**src/rtl/bcgd_pkg.sv**
```systemverilog
package bcgd_pkg;

    localparam int TIME_W  = 32;
    localparam int COUNT_W = 8;
    localparam int CFG_W   = 16;
    localparam int KIND_W  = 3;
    localparam int CFG_IDX_W = 1;

    localparam logic [COUNT_W-1:0] COUNT_MAX = '1;

    localparam logic [CFG_W-1:0] MAX_GAP_RESET  = 16'd400;
    localparam logic [CFG_W-1:0] MIN_LONG_RESET = 16'd600;

    localparam logic [CFG_IDX_W-1:0] REG_MAX_GAP  = 1'd0;
    localparam logic [CFG_IDX_W-1:0] REG_MIN_LONG = 1'd1;

    localparam logic [KIND_W-1:0] EV_PRESSED  = 3'd0;
    localparam logic [KIND_W-1:0] EV_RELEASED = 3'd1;
    localparam logic [KIND_W-1:0] EV_CLICKED  = 3'd2;
    localparam logic [KIND_W-1:0] EV_MULTI    = 3'd3;
    localparam logic [KIND_W-1:0] EV_LONG     = 3'd4;

    typedef enum logic [1:0] {
        CMD_PRESS     = 2'd0,
        CMD_REL_CLICK = 2'd1,
        CMD_REL_LONG  = 2'd2,
        CMD_MULTI     = 2'd3
    } cmd_code_t;

    typedef struct packed {
        cmd_code_t          code;
        logic [COUNT_W-1:0] count;
        logic [TIME_W-1:0]  held;
    } cmd_t;

    typedef struct packed {
        logic full;
        logic empty;
    } q_status_t;

endpackage

```
**src/rtl/bcgd_if.sv**
```systemverilog
interface bcgd_poll_if;
    import bcgd_pkg::*;
    logic              valid;
    logic              ready;
    logic              level;
    logic [TIME_W-1:0] time_ms;

    modport source (output valid, level, time_ms, input ready);
    modport sink   (input valid, level, time_ms, output ready);
endinterface

interface bcgd_event_if;
    import bcgd_pkg::*;
    logic              valid;
    logic              ready;
    logic [KIND_W-1:0] event_kind;
    logic [TIME_W-1:0] event_value;
    logic              last;

    modport source (output valid, event_kind, event_value, last, input ready);
    modport sink   (input valid, event_kind, event_value, last, output ready);
endinterface

interface bcgd_cfg_if;
    import bcgd_pkg::*;
    logic                 valid;
    logic                 ready;
    logic [CFG_IDX_W-1:0] index;
    logic [CFG_W-1:0]     data;

    modport source (output valid, index, data, input ready);
    modport sink   (input valid, index, data, output ready);
endinterface

```
**src/rtl/bcgd_front.sv**
```systemverilog
module bcgd_front (
    input  logic               clk,
    input  logic               rst_n,
    bcgd_poll_if.sink          poll,
    bcgd_cfg_if.sink           cfg,
    input  bcgd_pkg::q_status_t q_status,
    output logic               push,
    output bcgd_pkg::cmd_t     push_cmd
);
    import bcgd_pkg::*;

    logic [CFG_W-1:0]   max_gap_reg, max_gap_next;
    logic [CFG_W-1:0]   min_long_reg, min_long_next;
    logic               is_down_reg, is_down_next;
    logic [COUNT_W-1:0] count_reg, count_next;
    logic [TIME_W-1:0]  press_stamp_reg, release_stamp_reg;

    logic               accept;
    logic [TIME_W-1:0]  held;
    logic [TIME_W-1:0]  gap;
    logic [COUNT_W-1:0] count_inc;
    logic               set_press, set_release;

    assign cfg.ready  = 1'b1;
    assign poll.ready = !q_status.full;
    assign accept     = poll.valid && poll.ready;

    assign held      = poll.time_ms - press_stamp_reg;
    assign gap       = poll.time_ms - release_stamp_reg;
    assign count_inc = (count_reg == COUNT_MAX) ? COUNT_MAX : count_reg + 1'b1;

    always_comb
    begin
        max_gap_next  = max_gap_reg;
        min_long_next = min_long_reg;
        if (cfg.valid)
        begin
            if (cfg.index == REG_MAX_GAP)
                max_gap_next = cfg.data;
            if (cfg.index == REG_MIN_LONG)
                min_long_next = cfg.data;
        end
    end

    always_comb
    begin
        is_down_next   = is_down_reg;
        count_next     = count_reg;
        set_press      = 1'b0;
        set_release    = 1'b0;
        push           = 1'b0;
        push_cmd.code  = CMD_PRESS;
        push_cmd.count = count_reg;
        push_cmd.held  = held;
        if (accept)
        begin
            priority if (poll.level && !is_down_reg)
            begin
                is_down_next   = 1'b1;
                count_next     = count_inc;
                set_press      = 1'b1;
                push           = 1'b1;
                push_cmd.count = count_inc;
            end
            else if (!poll.level && is_down_reg)
            begin
                is_down_next = 1'b0;
                set_release  = 1'b1;
                push         = 1'b1;
                if (count_reg == COUNT_W'(1) && held >= TIME_W'(min_long_reg))
                begin
                    push_cmd.code = CMD_REL_LONG;
                    count_next    = '0;
                end
                else
                begin
                    push_cmd.code = CMD_REL_CLICK;
                end
            end
            else if (!is_down_reg && count_reg != '0 && gap >= TIME_W'(max_gap_reg))
            begin
                push          = 1'b1;
                push_cmd.code = CMD_MULTI;
                count_next    = '0;
            end
            else
            begin
                push = 1'b0;
            end
        end
    end

    always_ff @(posedge clk or negedge rst_n)
    begin
        if (!rst_n)
        begin
            max_gap_reg  <= MAX_GAP_RESET;
            min_long_reg <= MIN_LONG_RESET;
            is_down_reg  <= 1'b0;
            count_reg    <= '0;
        end
        else
        begin
            max_gap_reg  <= max_gap_next;
            min_long_reg <= min_long_next;
            is_down_reg  <= is_down_next;
            count_reg    <= count_next;
        end
    end

    always_ff @(posedge clk)
    begin
        if (set_press)
            press_stamp_reg <= poll.time_ms;
        if (set_release)
            release_stamp_reg <= poll.time_ms;
    end

endmodule

```
**src/rtl/bcgd_queue.sv**
```systemverilog
module bcgd_queue #(
    parameter int DEPTH = 2
) (
    input  logic                clk,
    input  logic                rst_n,
    input  logic                push,
    input  bcgd_pkg::cmd_t      push_cmd,
    input  logic                pop,
    output bcgd_pkg::cmd_t      head,
    output bcgd_pkg::q_status_t status
);
    import bcgd_pkg::*;

    localparam int PTR_W = (DEPTH > 1) ? $clog2(DEPTH) : 1;
    localparam int CNT_W = $clog2(DEPTH + 1);

    cmd_t             mem [DEPTH];
    logic [PTR_W-1:0] wr_ptr_reg, wr_ptr_next;
    logic [PTR_W-1:0] rd_ptr_reg, rd_ptr_next;
    logic [CNT_W-1:0] count_reg, count_next;

    assign status.full  = (count_reg == CNT_W'(DEPTH));
    assign status.empty = (count_reg == '0);
    assign head         = mem[rd_ptr_reg];

    always_comb
    begin
        wr_ptr_next = wr_ptr_reg;
        rd_ptr_next = rd_ptr_reg;
        count_next  = count_reg;
        if (push)
            wr_ptr_next = (wr_ptr_reg == PTR_W'(DEPTH - 1)) ? '0 : wr_ptr_reg + 1'b1;
        if (pop)
            rd_ptr_next = (rd_ptr_reg == PTR_W'(DEPTH - 1)) ? '0 : rd_ptr_reg + 1'b1;
        if (push && !pop)
            count_next = count_reg + 1'b1;
        else if (pop && !push)
            count_next = count_reg - 1'b1;
    end

    always_ff @(posedge clk or negedge rst_n)
    begin
        if (!rst_n)
        begin
            wr_ptr_reg <= '0;
            rd_ptr_reg <= '0;
            count_reg  <= '0;
        end
        else
        begin
            wr_ptr_reg <= wr_ptr_next;
            rd_ptr_reg <= rd_ptr_next;
            count_reg  <= count_next;
        end
    end

    always_ff @(posedge clk)
    begin
        if (push)
            mem[wr_ptr_reg] <= push_cmd;
    end

endmodule

```
**src/rtl/bcgd_back.sv**
```systemverilog
module bcgd_back (
    input  logic                clk,
    input  logic                rst_n,
    input  bcgd_pkg::cmd_t      head,
    input  bcgd_pkg::q_status_t q_status,
    output logic                pop,
    bcgd_event_if.source        evt
);
    import bcgd_pkg::*;

    logic              out_valid_reg, out_valid_next;
    logic              phase_reg, phase_next;
    logic [KIND_W-1:0] kind_reg, kind_next;
    logic [TIME_W-1:0] value_reg, value_next;
    logic              last_reg, last_next;
    logic              load;
    logic [TIME_W-1:0] count_ext;

    assign load      = !out_valid_reg || evt.ready;
    assign count_ext = {{(TIME_W - COUNT_W){1'b0}}, head.count};

    always_comb
    begin
        out_valid_next = out_valid_reg;
        phase_next     = phase_reg;
        kind_next      = kind_reg;
        value_next     = value_reg;
        last_next      = last_reg;
        pop            = 1'b0;
        if (load)
        begin
            if (phase_reg)
            begin
                // second half of a release
                out_valid_next = 1'b1;
                phase_next     = 1'b0;
                pop            = 1'b1;
                last_next      = 1'b1;
                if (head.code == CMD_REL_LONG)
                begin
                    kind_next  = EV_LONG;
                    value_next = head.held;
                end
                else
                begin
                    kind_next  = EV_CLICKED;
                    value_next = count_ext;
                end
            end
            else if (!q_status.empty)
            begin
                out_valid_next = 1'b1;
                value_next     = count_ext;
                unique case (head.code)
                    CMD_PRESS:
                    begin
                        kind_next = EV_PRESSED;
                        last_next = 1'b1;
                        pop       = 1'b1;
                    end
                    CMD_MULTI:
                    begin
                        kind_next = EV_MULTI;
                        last_next = 1'b1;
                        pop       = 1'b1;
                    end
                    CMD_REL_CLICK, CMD_REL_LONG:
                    begin
                        kind_next  = EV_RELEASED;
                        last_next  = 1'b0;
                        phase_next = 1'b1;
                    end
                    default:
                    begin
                        kind_next = EV_PRESSED;
                    end
                endcase
            end
            else
            begin
                out_valid_next = 1'b0;
            end
        end
    end

    always_ff @(posedge clk or negedge rst_n)
    begin
        if (!rst_n)
        begin
            out_valid_reg <= 1'b0;
            phase_reg     <= 1'b0;
        end
        else
        begin
            out_valid_reg <= out_valid_next;
            phase_reg     <= phase_next;
        end
    end

    always_ff @(posedge clk)
    begin
        kind_reg  <= kind_next;
        value_reg <= value_next;
        last_reg  <= last_next;
    end

    assign evt.valid       = out_valid_reg;
    assign evt.event_kind  = kind_reg;
    assign evt.event_value = value_reg;
    assign evt.last        = last_reg;

endmodule

```
**src/rtl/button_click_gesture_detector_top.sv**
```systemverilog
// channel | dir | handshake     | payload
// poll    | in  | valid / ready | level, time_ms
// result  | out | valid / ready | event_kind, event_value, last
// cfg     | in  | valid / ready | index, data (0 max_gap_ms, 1 min_long_ms)
//
// A poll is taken every cycle while the command queue has room; press and
// multi-click commands leave as one result each, a release as two (released,
// then clicked or long). Commands pass through the queue and output register.
// Reset clears level, press count, queue and output; registers go to 400/600.
// A stalled result holds the output register, then the queue fills (QUEUE_DEPTH
// commands) and poll.ready drops. cfg.ready is always high.
module button_click_gesture_detector_top #(
    parameter int QUEUE_DEPTH = 2
) (
    input  logic         clk,
    input  logic         rst_n,
    bcgd_poll_if.sink    poll,
    bcgd_event_if.source result,
    bcgd_cfg_if.sink     cfg
);
    import bcgd_pkg::*;

    logic      push;
    logic      pop;
    cmd_t      push_cmd;
    cmd_t      head;
    q_status_t q_status;

    bcgd_front u_front (
        .clk      (clk),
        .rst_n    (rst_n),
        .poll     (poll),
        .cfg      (cfg),
        .q_status (q_status),
        .push     (push),
        .push_cmd (push_cmd)
    );

    bcgd_queue #(
        .DEPTH (QUEUE_DEPTH)
    ) u_queue (
        .clk      (clk),
        .rst_n    (rst_n),
        .push     (push),
        .push_cmd (push_cmd),
        .pop      (pop),
        .head     (head),
        .status   (q_status)
    );

    bcgd_back u_back (
        .clk      (clk),
        .rst_n    (rst_n),
        .head     (head),
        .q_status (q_status),
        .pop      (pop),
        .evt      (result)
    );

endmodule

```
**src/flat_wrapper.sv**
```systemverilog
// flat-port wrapper written by rule: the top's interface ports become plain ports
module button_click_gesture_detector_top_flat import bcgd_pkg::*;
#(
    parameter int QUEUE_DEPTH = 2
)
  (clk, rst_n, poll_valid, poll_level, poll_time_ms, poll_ready, result_valid, result_event_kind, result_event_value, result_last, result_ready, cfg_valid, cfg_index, cfg_data, cfg_ready);
  bcgd_poll_if poll_i ();
  bcgd_event_if result_i ();
  bcgd_cfg_if cfg_i ();
  input  logic clk;
  input  logic rst_n;
  input wire logic [$bits(poll_i.valid)-1:0] poll_valid;
  input wire logic [$bits(poll_i.level)-1:0] poll_level;
  input wire logic [$bits(poll_i.time_ms)-1:0] poll_time_ms;
  output wire logic [$bits(poll_i.ready)-1:0] poll_ready;
  output wire logic [$bits(result_i.valid)-1:0] result_valid;
  output wire logic [$bits(result_i.event_kind)-1:0] result_event_kind;
  output wire logic [$bits(result_i.event_value)-1:0] result_event_value;
  output wire logic [$bits(result_i.last)-1:0] result_last;
  input wire logic [$bits(result_i.ready)-1:0] result_ready;
  input wire logic [$bits(cfg_i.valid)-1:0] cfg_valid;
  input wire logic [$bits(cfg_i.index)-1:0] cfg_index;
  input wire logic [$bits(cfg_i.data)-1:0] cfg_data;
  output wire logic [$bits(cfg_i.ready)-1:0] cfg_ready;
  assign poll_i.valid = poll_valid;
  assign poll_i.level = poll_level;
  assign poll_i.time_ms = poll_time_ms;
  assign poll_ready = poll_i.ready;
  assign result_valid = result_i.valid;
  assign result_event_kind = result_i.event_kind;
  assign result_event_value = result_i.event_value;
  assign result_last = result_i.last;
  assign result_i.ready = result_ready;
  assign cfg_i.valid = cfg_valid;
  assign cfg_i.index = cfg_index;
  assign cfg_i.data = cfg_data;
  assign cfg_ready = cfg_i.ready;
  button_click_gesture_detector_top #(.QUEUE_DEPTH(QUEUE_DEPTH)) u_core (.clk(clk), .rst_n(rst_n), .poll(poll_i), .result(result_i), .cfg(cfg_i));
endmodule
```
**config.mk**
```make
export PLATFORM = sky130hd
export DESIGN_NAME = button_click_gesture_detector_top_flat
export DESIGN_NICKNAME = d
export VERILOG_FILES = /design/src/rtl/bcgd_pkg.sv /design/src/rtl/bcgd_if.sv /design/src/rtl/bcgd_front.sv /design/src/rtl/bcgd_queue.sv /design/src/rtl/bcgd_back.sv /design/src/rtl/button_click_gesture_detector_top.sv /design/src/flat_wrapper.sv
export SDC_FILE = /design/constraint.sdc
export NUM_CORES = 1
export LEC_CHECK = 0
export BUFFER_PORTS_ARGS = -buffer_cell sky130_fd_sc_hd__buf_2
export CAP_MARGIN = 30
export CORE_MARGIN = 2
export CORE_UTILIZATION = 55
export CTS_BUF_LIST = sky130_fd_sc_hd__clkbuf_16
export CTS_CLUSTER_SIZE = 8
export DETAILED_ROUTE_END_ITERATION = 12
export PLACE_DENSITY = 0.78
export SETUP_SLACK_MARGIN = 0.4
export SLEW_MARGIN = 5
export SYNTH_ARGS = -nofsm -noshare
export SYNTH_HDL_FRONTEND = slang
export SYNTH_SLANG_ARGS = --single-unit
```
**constraint.sdc**
```tcl
create_clock -name clk -period 6.2 [get_ports clk]
set_clock_uncertainty 0.05 [all_clocks]
set_input_delay 1.24 -clock clk [delete_from_list [all_inputs] [get_ports clk]]
set_output_delay 1.24 -clock clk [all_outputs]
set_load 0.01 [all_outputs]
```
### Yosys cells after proc, flatten, opt, wreduce, memory -nomap -nowiden

Memory sizes are Yosys's and may differ from the RTL's.
Index checks and enable logic that the tools add are counted.

| word-level totals | value |
|---|---|
| bits in registers | 147 |
| RAM bits | 84 |
| input bits | 55 |
| output and inout port bits | 39 |
| word-level logic and storage cells | 107 |
| memories kept | 1 |

| cells by class | value |
|---|---|
| $add $sub $neg | 7 |
| $lt $le $gt $ge | 2 |
| equality and inequality tests | 8 |
| muxes and demuxes | 46 |
| bitwise operators | 1 |
| reductions and logical operators | 28 |

Memories:

| name | depth | bits a word | read ports | clocked after Yosys merged registers in | wr ports | RTL line | RTL |
|---|---|---|---|---|---|---|---|
| u_core.u_queue.mem | 2 | 42 | 1 | 0 | 1 | bcgd_queue.sv:17 | `cmd_t mem [DEPTH];` |

Operators by type and width:

| operator | count |
|---|---|
| two-way mux 32 bit | 3 |
| greater-or-equal comparator 32 x 16 -> 1 bit | 2 |
| subtractor 32 bit | 2 |
| two-way mux 8 bit | 6 |
| two-way mux 1 bit | 25 |
| two-way mux 2 bit | 6 |
| two-way mux 10 bit | 1 |
| two-way mux 3 bit | 3 |
| case mux 3 bit (3 select lines) | 1 |
| adder 8 x 1 -> 8 bit, second input constant | 1 |
| == test 8 x 1 -> 1 bit, second input constant | 1 |
| == test 8 bit, second input constant | 1 |
| logical AND 1 bit | 8 |
| AND reduction 2 bit | 4 |
| nonzero test 8 bit | 1 |
| == test 2 bit, second input constant | 3 |
| logical NOT 1 bit | 6 |
| logical NOT 2 bit | 2 |
| nonzero test 2 bit | 2 |
| OR reduction 2 bit | 2 |
| != test 3 x 2 -> 1 bit, second input constant | 1 |
| AND reduction 3 bit | 1 |
| nonzero test 3 bit | 1 |
| adder 1 bit, second input constant | 2 |
| other kinds (7) | 7 |

### Depth between registers and ports, before layout

Gate-level depths: netlist of the first run.

| depth | value |
|---|---|
| word-level depth | 11 |
| gate-level depth with buffers | 24 |

### Modules after synthesis

Synthesis of the first run repeated with hierarchy kept, for this count alone.

| unflattened totals | value |
|---|---|
| cell total of the unflattened synthesis | 1253 |
| area total of the unflattened synthesis | 13852.0 µm² |

By module, submodules not included:

| module | instances | cells an instance | area each (µm²) | seq. area each (µm²) |
|---|---|---|---|---|
| bcgd_front | 1 | 1010 | 8906.0 | 2956.6 |
| bcgd_queue | 1 | 147 | 3419.5 | 2622.5 |
| bcgd_back | 1 | 96 | 1526.5 | 1131.1 |

### Least setup slack after synthesis of the first run

OpenSTA, ideal clock, no wires.

| path | value |
|---|---|
| path kind | input to register |
| start | input port poll_time_ms[3] |
| end | memory u_core.u_queue.mem[0][0] in the netlist's numbering, enable pin |
| arrival | 6.155 ns |
| data required time | 5.704 ns |
| slack | -0.451 ns |
| cell stages on the path | 20 |
| cell sequence | ha_1 > a21o_1 > a21oi_1 > and2_1 > nor2b_1 > a31o_2 > a21o_1 > a21o_1 > a21oi_1 > xnor2_1 > ha_1 > nand3_1 > nor4_1 > nor4_1 > o2111ai_1 > nor4_1 > nand4_1 > o31a_1 > o31a_1 > nor2b_1 |

| on the way | value |
|---|---|
| cells in the longest elaborated chain, start to end | 9 |

RTL lines:

| item | RTL line | RTL |
|---|---|---|
| start, declared | flat_wrapper.sv:14 | `input wire logic [$bits(poll_i.time_ms)-1:0] poll_time_ms;` |
| subtractor 32 bit | bcgd_front.sv:29 | `assign gap = poll.time_ms - release_stamp_reg;` |
| greater-or-equal comparator 32 x 16 -> 1 bit | bcgd_front.sv:80 | `else if (!is_down_reg && count_reg != '0 && gap >= TIME_W'(max_gap_reg))` |
| logical AND 1 bit | bcgd_front.sv:80 |  |
| two-way mux 1 bit | bcgd_front.sv:80 |  |
| two-way mux 1 bit | bcgd_front.sv:65 | `else if (!poll.level && is_down_reg)` |
| two-way mux 1 bit | bcgd_front.sv:57 | `priority if (poll.level && !is_down_reg)` |
| two-way mux 1 bit | bcgd_front.sv:55 | `if (accept)` |
| via u_core.push | button_click_gesture_detector_top.sv:23 | `logic push;` |
| two-way mux 1 bit | bcgd_queue.sv:59 | `if (push)` |
| two-way mux 1 bit (not written as such) | bcgd_queue.sv:60 | `mem[wr_ptr_reg] <= push_cmd;` |
| end, declared | bcgd_queue.sv:17 |  |

The timed path passes the listed nets, and every way through them passes these cells.

### Worst setup path in the final report of the first run

| path | value |
|---|---|
| start | input port poll_time_ms[1] |
| end | register u_core.u_queue.count_reg[1] |

| on the way | value |
|---|---|
| cells in the longest elaborated chain, start to end | 10 |
| elaborated cells on any way between the ends | 12 |
| those cells by class | add/sub (1); order compare (1); mux (5); reduce/logical (5) |

RTL lines:

| item | RTL line | RTL |
|---|---|---|
| subtractor 32 bit (*) | bcgd_front.sv:29 |  |
| greater-or-equal comparator 32 x 16 -> 1 bit (*) | bcgd_front.sv:80 |  |
| logical AND 1 bit (*) | bcgd_front.sv:80 |  |
| two-way mux 1 bit (*) | bcgd_front.sv:80 |  |
| two-way mux 1 bit (*) | bcgd_front.sv:65 |  |
| two-way mux 1 bit (*) | bcgd_front.sv:57 |  |
| two-way mux 1 bit (*) | bcgd_front.sv:55 |  |
| via u_core.push | button_click_gesture_detector_top.sv:23 |  |
| logical NOT 1 bit | bcgd_queue.sv:37 | `else if (pop && !push)` |
| logical AND 1 bit | bcgd_queue.sv:37 |  |
| nonzero test 2 bit (no line) | -- |  |
| end signal, assigned | bcgd_queue.sv:53 | `count_reg <= count_next;` |
| end, declared | bcgd_queue.sv:20 | `logic [CNT_W-1:0] count_reg, count_next;` |

The timed path passes the listed nets; every way through them passes the cells marked *.
A chain may end at the register's enable or synchronous reset.

==> flow_summary_export.csv, run 1 <==
group,metric,value,unit
die,die_height,159,um
hold_path,hp-class,"reg2reg",
power_and_ir_drop,p_int,3.81,mW
hold_path,min_from,"u_core.u_front.min_long_reg[1]$_DFFE_PN0P_",
power_and_ir_drop,vdd_ir_drop_max,0.217,mV
power_and_ir_drop,p_per_area,372,nW/um2
yosys,synth.avg_cell_area,10.9,um2
clock_network,root_buffer,"clkbuf_16",
clock_network,cts.clk_slew.worst_paths,40,ps
place,routabilityCongestion,0.914,
run,cap_violations,0,
yosys,synthesis.nets,1372,
critical_path,r2r_cells,24,
clock_network,clock_latency,510,ps
clock_network,clockBufferDepth,3,
sta,fmaxAchievable,179,MHz
yosys,ys_ff_latch,231,
finish,nNetsFinal,1477,
yosys,syn_area,13200,um2
sta,finalSetupViolCount,0,
detailed_routing,first_pass_iters,5,
die,core-area,23500,um2
critical_path,r2r_end,"u_core.u_queue.count_reg[1]$_DFFE_PN0P_",
detailed_routing,drtIter0Drc,734,
critical_path,critPathRequiredTime,6570,ps
finish,layout-drive-gt1-share,15.2,%
global_route,grt_pass1_wl,47200,um
yosys,synthCells,1213,
yosys,synth_warnings,0,
sta,fin_crit_sh,90.2,%
place,pre_cts_ws,-16.1,ps
detailed_routing,vias,9556,
die,die_w,159,um
yosys,async_flop_share,20.3,%
yosys,yosys_most_used_dff,"edfxtp_1",
sta,hold_viol,0,
finish,antenna_cells,0,
critical_path,r2r_slack,1070,ps
yosys,yosysSeqAreaShare,50.8,%
finish,syn_to_final_growth,14.1,%
critical_path,end_kind,"register",
finish,largest_register_ffs,84,
critical_path,timing.rr.start,"u_core.u_front.release_stamp_reg[1]$_DFFE_PP_",
critical_path,crit_arrival,5960,ps
global_route,grt_max_degree,48,
power_and_ir_drop,p_leak,6.39,nW
detailed_routing,viasPerCell,5.77,
detailed_routing,final_antenna_net_count,0,
power_and_ir_drop,seq_power_share,40.4,%
global_route,grt_pass1_vias,9325,
hold_path,whs_endpoint,"u_core.u_front.min_long_reg[1]$_DFFE_PN0P_",
finish,final_common_cell,"edfxtp_1",
critical_path,path_max_fanout,6,
power_and_ir_drop,combinationalPowerShare,30.1,%
clock_network,cts_sinks,231,
sta,finalWorstSetupSlack,610,ps
finish,largest_register,"u_core.u_queue.mem",
power_and_ir_drop,p_clk_share,29.4,%
place,io_buffers,92,
power_and_ir_drop,switchingPower,1.79,mW
critical_path,path_class,"in2reg",
place,place_area,14000,um2
outcome,outcome,"completed",
finish,final_cell_area,15100,um2
finish,layout_common_cells,"edfxtp_1 (184), inv_1 (138), nand2_1 (103)",
die,rows,56,
sta,slew_headroom,38.8,%
yosys,synth_cell_types,79,
die,boundaryPins,94,
sta,worst_pin_slew,917,ps
die,dieArea,25300,um2
clock_network,cts_buffers,34,
detailed_routing,wl,29000,um
critical_path,startpoint_type,"input port",
detailed_routing,wl_per_cell,17.5,um
global_route,grt_antenna_before_repair,0,
global_route,track_usage,23.2,%
power_and_ir_drop,netSwitchingFraction,31.9,%
sta,rsz0062_at_grt,"yes",
detailed_routing,drc,0,
clock_network,cts_hold_buf,0,
global_route,gr-total-overflow,0,
hold_path,whs_path_depth,1,
place,dpl.hpwl,21700,um
yosys,synth_edf_count,184,
sta,final.setup.tns,0,ps
sta,fin_crit,5590,ps
clock_network,cts_max_level,2,
clock_network,cts_tree,"yes",
die,initial_core_util,56.1,%
sta,drv_slew,0,
finish,nFillCells,1871,
==> timing repair <==
action	4_1_cts	5_1_grt
gates resized for setup	0	5
setup endpoints to repair	0	68
setup buffers	0	1
==> how the worst max path moves through the flow <==
stage | from | end
3_5_place_dp | poll_time_ms[1] | u_core.u_queue.count_reg[1]$_DFFE_PN0P_
5_1_grt | poll_time_ms[1] | u_core.u_queue.count_reg[1]$_DFFE_PN0P_
6_report | poll_time_ms[1] | u_core.u_queue.count_reg[1]$_DFFE_PN0P_
3_3_place_gp | poll_time_ms[3] | u_core.u_queue.mem[0][2]$_DFFE_PP_
2_1_floorplan | poll_time_ms[3] | u_core.u_queue.mem[1][0]$_DFFE_PP_
4_1_cts | poll_time_ms[1] | u_core.u_queue.count_reg[1]$_DFFE_PN0P_
==> kinds of logic (layout without fill, tap and decap cells) <==
group                      count (synthesis)  in the layout  synth area share (%)
AOI/OAI and AO/OA                        310            310                  14.8
and+or+nand+nor                          303            303                  11.1
DFF                                      231            231                  50.8
buffers and inverters                    156            280                  4.58
adders and majority gates                104            104                  9.97
muxes                                     57             57                  5.25
xor gates and xnor gates                  51             51                  3.38
other                                      1              1                0.0284
==> cells in the mapped netlist (all sizes together) (12+ instances only) <==
| master | number | share of area [%] |
|---|---|---|
| a211oi | 16 | 1.0 |
| a21o | 22 | 1.3 |
| a21oi | 105 | 4.1 |
| a31oi | 17 | 0.81 |
| clkbuf | 25 | 0.71 |
| dfrtp | 40 | 7.6 |
| edfxtp | 184 | 42 |
| ha | 102 | 9.7 |
| inv | 120 | 3.4 |
| mux2 | 18 | 1.5 |
| mux2i | 31 | 2.4 |
| nand2 | 104 | 3.0 |
| nand2b | 15 | 0.71 |
| nand3 | 16 | 0.61 |
| nand4 | 12 | 0.57 |
| nor2 | 72 | 2.0 |
| nor3 | 16 | 0.61 |
| o21ai | 89 | 3.4 |
| xnor2 | 26 | 1.7 |
| xor2 | 25 | 1.7 |
==> area by class of cell <==
cell class                      count  area [um2]  share of cell area (%)
Sequential cell                   231        6710                    44.6
Multi-Input combinational cell    826        5920                    39.3
Clock buffer                       35         876                    5.81
Timing Repair Buffer              104         603                    4.00
Inverter                          121         454                    3.02
Tap cell                          319         399                    2.65
Clock inverter                     20        96.3                   0.640
==> per-layer routing <==
layer / track usage (%) / share of wire, % / up-vias
li1: - / - / 4665
met1: 32.0 / 46 / 4525
met2: 38.0 / 46 / 311
met3: 3.13 / 5.1 / 55
met4: 8.10 / 2.9 / 0
met5: 0 / 0 / -
==> critical path: stages <==
cell,delay (ps)
buf_2,140
ha_1,290
nor2b_1,150
o2111ai_1,240
and2_4,210
nor2b_1,50
a31o_2,250
a21o_1,180
a21o_1,200
a21oi_1,160
xnor2_1,140
ha_1,270
nand3_1,110
nor4_1,60
nor4_1,310
o2111ai_1,170
nor4_2,190
nand4_1,250
o31a_1,330
o31a_1,260
buf_4,150
ha_1,310
nor2_1,150
xor2_1,160
==> per-stage QoR <==
step | power, mW | instances | util, % | hold WS, ps
floorplan | 3.44 | 1213 | - | 429
global route | 5.91 | 1656 | 64.0 | 476
finish | 5.60 | 1656 | 64.0 | 452
global placement | 3.87 | 1597 | 59.5 | 440
detailed placement | 3.95 | 1598 | 59.6 | 445
CTS | 5.61 | 1653 | 63.7 | 455
==> power by group through the flow <==
stage                     clock [mW]  sequential, mW  combinational (mW)
after floorplan                    0            2.30                1.14
after global placement             0            2.31                1.57
after detailed placement           0            2.32                1.63
after CTS                       1.67            2.30                1.64
after global routing            1.74            2.30                1.87
final                           1.65            2.26                1.69
Note: power is estimated with default switching activity, not from simulation.
==> run 2: changes to the inputs <==
Settings changed: CORE_UTILIZATION 55 to 57, CTS_BUF_LIST sky130_fd_sc_hd__clkbuf_16 to sky130_fd_sc_hd__clkbuf_2 sky130_fd_sc_hd__clkbuf_4 sky130_fd_sc_hd__clkbuf_8, PLACE_DENSITY 0.78 to 0.8.
==> run 2 against run 1 <==
Effect of this change: fmax rose by 0.86%; final area fell by 1.4%; clock power shrank 10%; non-clock buffer count is 1 lower; final cell count decreased by 1.1%; flip-flop and latch count unchanged; total power down 3.6%; via count fell by 0.20%; critical endpoint unchanged; largest power group unchanged.
==> flow_summary_export.csv, run 2 (same netlist as run 1, synthesis figures left out) <==
group,metric,value,unit
place,dp.cells,1565,
finish,register_area,6710,um2
die,die_w,156,um
sta,finalSetupViolCount,0,
finish,nFillCells,1778,
sta,worst_pin_slew,978,ps
critical_path,path_class,"in2reg",
finish,multiInputGateArea,5910,um2
global_route,grt_pass1_wl,45200,um
clock_network,clockBufferDepth,3,
detailed_routing,final_antenna_net_count,0,
critical_path,path_max_fanout,5,
run,cap_violations,0,
global_route,track_usage,23.4,%
sta,rsz0062_at_grt,"yes",
critical_path,r2r_cells,25,
die,dieArea,24400,um2
finish,layout_common_cells,"edfxtp_1 (184), inv_1 (120), nand2_1 (103)",
critical_path,end_kind,"register",
sta,final.setup.tns,0,ps
clock_network,cts_max_level,2,
critical_path,timing.rr.start,"u_core.u_front.release_stamp_reg[1]$_DFFE_PP_",
clock_network,clock_latency,530,ps
sta,fin_crit,5540,ps
place,io_buffers,92,
power_and_ir_drop,power,5.40,mW
die,rows,55,
finish,final_common_cell,"edfxtp_1",
global_route,grt_max_degree,48,
critical_path,crit_arrival,5930,ps
power_and_ir_drop,p_leak,6.29,nW
outcome,outcome,"completed",
sta,fin_crit_sh,89.4,%
detailed_routing,wl,28100,um
hold_path,whs_path_depth,1,
sta,fmaxAchievable,180,MHz
clock_network,cts_buffers,40,
clock_network,cts_tree,"yes",
detailed_routing,viasPerCell,5.82,
critical_path,crit_path_start,"poll_time_ms[3]",
hold_path,hp-class,"reg2reg",
detailed_routing,drc,0,
finish,largest_register,"u_core.u_queue.mem",
die,core-area,22700,um2
critical_path,startpoint_type,"input port",
finish,largest_register_ffs,84,
power_and_ir_drop,p_per_area,363,nW/um2
global_route,gr-total-overflow,0,
finish,final_cells,1638,
global_route,grt_antenna_before_repair,0,
sta,hold_viol,0,
global_route,grt_pass1_vias,9042,
critical_path,r2r_end,"u_core.u_queue.count_reg[1]$_DFFE_PN0P_",
die,boundaryPins,94,
critical_path,critPathCapture,"u_core.u_queue.count_reg[1]$_DFFE_PN0P_",
sta,drv_slew,0,
finish,post-route-util,65.4,%
detailed_routing,wl_per_cell,17.2,um
detailed_routing,drtIter0Drc,741,
clock_network,cts_sinks,231,
die,die_height,156,um
place,dpl.hpwl,21200,um
detailed_routing,vias,9537,
finish,syn_to_final_growth,12.6,%
die,initial_core_util,58.1,%
critical_path,critPathRequiredTime,6590,ps
sta,slew_headroom,34.5,%
detailed_routing,first_pass_iters,6,
clock_network,cts.clk_slew.worst_paths,60,ps
place,routabilityCongestion,0.946,
finish,layout-drive-gt1-share,16.9,%
finish,final_cell_area,14900,um2
critical_path,r2r_slack,1100,ps
finish,antenna_cells,0,
power_and_ir_drop,vdd_ir_drop_max,0.226,mV
clock_network,root_buffer,"clkbuf_8",
finish,nNetsFinal,1482,
place,place_area,14000,um2
## run 2: changes by cell type in the layout (fill, tap and decap cells not counted), sizes merged
cell / delta
buf: -1
clkinv: +7
clkinvlp: +1
bufinv: +3
clkbuf: +25
inv: -19
## run 2: area by class of cell
class                      instances  area share, %
clock buffer                      60           4.93
inverter                         121           3.06
clock inverter                    12          0.918
tap                              285           2.40
sequential                       231           45.2
multi-input combinational        826           39.7
timing repair buffer             103           3.79
## run 2: stage by stage
stage | hold slack (ps) | setup WS, ps
after detailed placement | 450 | 91.8
after floorplan | 429 | 445
after global routing | 478 | 348
after global placement | 442 | 193
final | 461 | 657
after CTS | 463 | 606
## run 2: how the worst min path moves through the flow
stage / from / end / slack (ps)
finish: u_core.u_front.min_long_reg[11]$_DFFE_PN0P_ / u_core.u_front.min_long_reg[11]$_DFFE_PN0P_ / 460
global route: u_core.u_front.min_long_reg[11]$_DFFE_PN0P_ / u_core.u_front.min_long_reg[11]$_DFFE_PN0P_ / 480
CTS: u_core.u_front.min_long_reg[11]$_DFFE_PN0P_ / u_core.u_front.min_long_reg[11]$_DFFE_PN0P_ / 460
detailed placement: u_core.u_front.min_long_reg[11]$_DFFE_PN0P_ / u_core.u_front.min_long_reg[11]$_DFFE_PN0P_ / 450
global placement: u_core.u_front.min_long_reg[11]$_DFFE_PN0P_ / u_core.u_front.min_long_reg[11]$_DFFE_PN0P_ / 440
floorplan: u_core.u_front.min_long_reg[1]$_DFFE_PN0P_ / u_core.u_front.min_long_reg[1]$_DFFE_PN0P_ / 430
## run 2: routing by layer
metal / part of all wire (%) / wire length (um) / track usage [%] / up-vias
met2: 46 / 12900 / 37.7 / 334
met4: 2.9 / 816 / 7.99 / 0
met1: 45 / 12800 / 32.7 / 4464
met3: 5.9 / 1670 / 3.58 / 68
li1: - / - / - / 4671
met5: 0 / 0 / 0 / -
## run 2: critical path, stage by stage
cell and delay (ps):
buf_2 120, ha_1 360, a21o_1 180, a21oi_1 180, and2_4 190, nor2b_1 50, a31o_2 250, a21o_1 180
a21o_1 190, a21oi_1 160, xnor2_1 140, ha_1 260, nand3_1 110, nor4_1 60, nor4_1 290, o2111ai_1 150
nor4_1 200, nand4_1 240, o31a_1 330, o31a_1 260, buf_4 150, ha_1 180, xor2_1 140, nor2_1 130
xor2_1 180
## run 2: power by group
part | switching [mW] | internal [mW] | total (mW)
Clock | 0.597 | 0.881 | 1.48
Sequential | 0.106 | 2.13 | 2.24
Combinational | 1.03 | 0.651 | 1.68
## run 2: what timing repair did
action                     in CTS  in global routing
setup buffers                   0                  1
hold buffers                    0                  0
gates resized for setup         0                  2
setup endpoints to repair       0                 45
==> run 3: changes to the inputs <==
Settings changed: CORE_UTILIZATION 57 to 60, MAX_ROUTING_LAYER set to met4, SYNTH_HIERARCHICAL set to 1.
Clock period 6.2 ns to 6.6 ns, I/O delays scaled along.
==> run 3 against run 2 <==
Effect of this change: global-route usage grew 1.4 points; critical path depth down 4; wire length grew 3.6%; die area decreased by 0.28%; via count grew 4.2%; first-iteration DRC count rose by 13%; utilization is 2.4 points higher; final cell count grew 1.8%; worst setup slack gained 150 ps; worst hold slack worse by 25 ps; critical path type unchanged; highest routed layer unchanged.
==> flow_summary_export.csv, run 3 <==
group,metric,value,unit
clock_network,cts_max_level,2,
power_and_ir_drop,p_per_area,341,nW/um2
die,rows,55,
die,dieArea,24300,um2
finish,nFillCells,1709,
sta,drv_slew,0,
critical_path,crit_arrival,5970,ps
run,cap_violations,0,
critical_path,cp_common_cell,"a21oi_1",
detailed_routing,drc,0,
place,dpl.hpwl,21700,um
clock_network,cts_tree,"yes",
sta,fin_crit_sh,87.8,%
yosys,async_flop_share,20.3,%
global_route,track_usage,24.8,%
sta,finalSetupViolCount,0,
yosys,synth_top_cell_by_area,"edfxtp_1",
critical_path,end_kind,"register",
critical_path,path_class,"in2reg",
detailed_routing,wl,29100,um
power_and_ir_drop,switchingPower,1.69,mW
critical_path,startpoint_type,"input port",
place,io_buffers,92,
power_and_ir_drop,netSwitchingFraction,32.3,%
finish,final_common_cell,"edfxtp_1",
sta,slew_headroom,33.7,%
hold_path,hp-class,"reg2reg",
yosys,ys_ff_latch,231,
detailed_routing,wl_per_cell,17.5,um
critical_path,max_stage_delay,680,ps
sta,rsz0062_at_grt,"no",
yosys,synthCells,1253,
clock_network,cts_sinks,231,
yosys,synthDominantCellAreaShare,39.9,%
detailed_routing,first_pass_iters,8,
die,initial_core_util,61.2,%
clock_network,post_cts_buffers,0,
power_and_ir_drop,combinationalPowerShare,34.5,%
yosys,syn_area,13900,um2
finish,layout_common_cells,"edfxtp_1 (184), inv_1 (118), ha_1 (103)",
critical_path,crit_chain,"buf_2 > inv_1 > ha_1 > fa_1 > nand2b_1 > a21oi_1 > nor2_1 > o21ai_0 > a21o_1 > a21oi_1 > xnor2_1 > ha_1 > and4_1 > a2111oi_2 > o2111ai_1 > nor4_1 > nand4b_1 > a21oi_1 > a21oi_1 > nor2b_4 > buf_16",
finish,layout-drive-gt1-share,19.7,%
yosys,synth_warnings,6,
clock_network,ctsResizeCount,0,
die,die_height,156,um
critical_path,slowest_stage,"nor2b_4",
power_and_ir_drop,p_leak,6.63,nW
global_route,grt_max_degree,42,
clock_network,clock_latency,550,ps
die,core-area,22600,um2
yosys,synth_cell_types,84,
sta,fmaxAchievable,173,MHz
die,boundaryPins,94,
yosys,synth_edf_count,184,
sta,hold_viol,0,
clock_network,cts.clk_slew.worst_paths,60,ps
die,die_w,156,um
power_and_ir_drop,p_int,3.54,mW
global_route,grt_pass1_wl,46700,um
place,place_area,14500,um2
detailed_routing,final_antenna_net_count,0,
yosys,synth_most_common_cell,"edfxtp_1",
detailed_routing,drtIter0Drc,834,
power_and_ir_drop,seq_power_share,40.5,%
finish,nNetsFinal,1512,
yosys,synthesis.nets,1413,
yosys,netlist_top_cells_count,"edfxtp_1 (184), inv_1 (118), ha_1 (103)",
power_and_ir_drop,vdd_ir_drop_max,0.221,mV
clock_network,root_buffer,"clkbuf_8",
sta,final.setup.tns,0,ps
outcome,outcome,"completed",
critical_path,path_max_fanout,22,
yosys,synth.avg_cell_area,11.1,um2
yosys,yosys_most_used_dff,"edfxtp_1",
clock_network,clockBufferDepth,3,
place,routabilityCongestion,0.953,
power_and_ir_drop,p_clk_share,25.0,%
critical_path,critPathRequiredTime,6770,ps
sta,worst_pin_slew,990,ps
sta,fin_crit,5800,ps
clock_network,cts_hold_buf,0,
finish,largest_register_ffs,84,
finish,largest_register,"u_core/u_queue/mem",
global_route,grt_pass1_vias,9438,
detailed_routing,viasPerCell,5.96,
global_route,gr-total-overflow,0,
global_route,grt_antenna_before_repair,1,
finish,final_cell_area,15400,um2
finish,syn_to_final_growth,10.9,%
yosys,yosysSeqAreaShare,48.4,%
clock_network,cts_buffers,39,
yosys,synthTopCellsByArea,"edfxtp_1 (40%), ha_1 (9.3%), dfrtp_1 (7.2%)",
detailed_routing,vias,9933,
==> run 3: cell count changes after synthesis, sizes merged, moves of 7 or more <==
cell    delta
mux4       -8
or3        -7
mux2      +51
mux2i     -25
nor3       +8
a211oi     -8
and3      +29
nand4      +8
nand2     -14
o21ai     -12
a21oi      -7
a31oi      -8
==> run 3: path summary, 6_finish.rpt <==
kind / start / to / slack [ps] / cells past startpoint
worst max-delay path: poll_time_ms[0] / u_core/u_queue/mem[0][30]$_DFFE_PP_ / 800 / 21
worst min-delay path: u_core/u_queue/count_reg[1]$_DFFE_PN0P_ / u_core/u_queue/count_reg[1]$_DFFE_PN0P_ / 440 / 1
worst max register to register: u_core/u_front/release_stamp_reg[0]$_DFFE_PP_ / u_core/u_queue/mem[0][30]$_DFFE_PP_ / 1330 / 19
worst min register to register: u_core/u_queue/count_reg[1]$_DFFE_PN0P_ / u_core/u_queue/count_reg[1]$_DFFE_PN0P_ / 440 / 1
max in group asynchronous: rst_n / u_core/u_front/max_gap_reg[8]$_DFFE_PN1P_ / 5190 / 2
min in group asynchronous: rst_n / u_core/u_front/max_gap_reg[1]$_DFFE_PN0P_ / 700 / 1
==> run 3: power by group through the flow <==
stage,Clock (mW),Combinational [mW],Sequential (mW)
after detailed placement,0,1.78,2.15
after floorplan,0,1.32,2.17
after global placement,0,1.70,2.14
final,1.31,1.81,2.12
after global routing,1.40,1.99,2.15
after CTS,1.34,1.80,2.12
==> run 3: cells by family (layout without fill, tap and decap cells) <==
kind of cell    Yosys count  after routing  share of synthesized area, %
simple gates            326            326                          12.2
compound gates          302            302                          14.3
flops                   231            231                          48.4
buf+inv                 163            291                          5.24
fa+ha+maj               105            105                          9.59
mux                      75             75                          7.10
xor+xnor                 50             50                          3.16
other cells               1              2                        0.0271
==> run 3: routing by layer <==
metal	global-route usage, %	vias up	share of wire [%]	wire length [um]
li1	-	4811	-	-
met1	33.4	4744	46	13400
met2	38.9	310	46	13400
met3	3.06	68	4.8	1390
met4	9.44	0	3.2	939
met5	-	-	0	0
==> run 3: stage by stage <==
stage	utilization (%)	hold slack [ps]	total power [mW]	cells	setup slack, ps
2_1_floorplan	-	406	3.50	1253	627
3_3_place_gp	63.9	426	3.84	1593	257
3_5_place_dp	64.2	426	3.93	1596	74.9
4_1_cts	67.8	434	5.26	1666	601
5_1_grt	67.8	439	5.54	1667	453
6_report	67.8	435	5.23	1667	804
==> run 3: critical path: cells and delay by family <==
family | cells | cell delay (ps)
adders and majority gates | 3 | 910
and+or+nand+nor | 6 | 1570
AOI/OAI and AO/OA | 8 | 1590
buffers and inverters | 3 | 390
xor gates and xnor gates | 1 | 140
==> run 3: final cells by class <==
type                    instances  area, um2  area share, %
clock buffers                  59        706           4.59
repair buffers                101        581           3.78
clock inverters                11        106          0.692
flip-flops and latches        231       6710           43.7
inverters                     120        450           2.93
well taps                     285        357           2.32
multi-input cells             859       6440           42.0
diodes                          1       2.50         0.0163
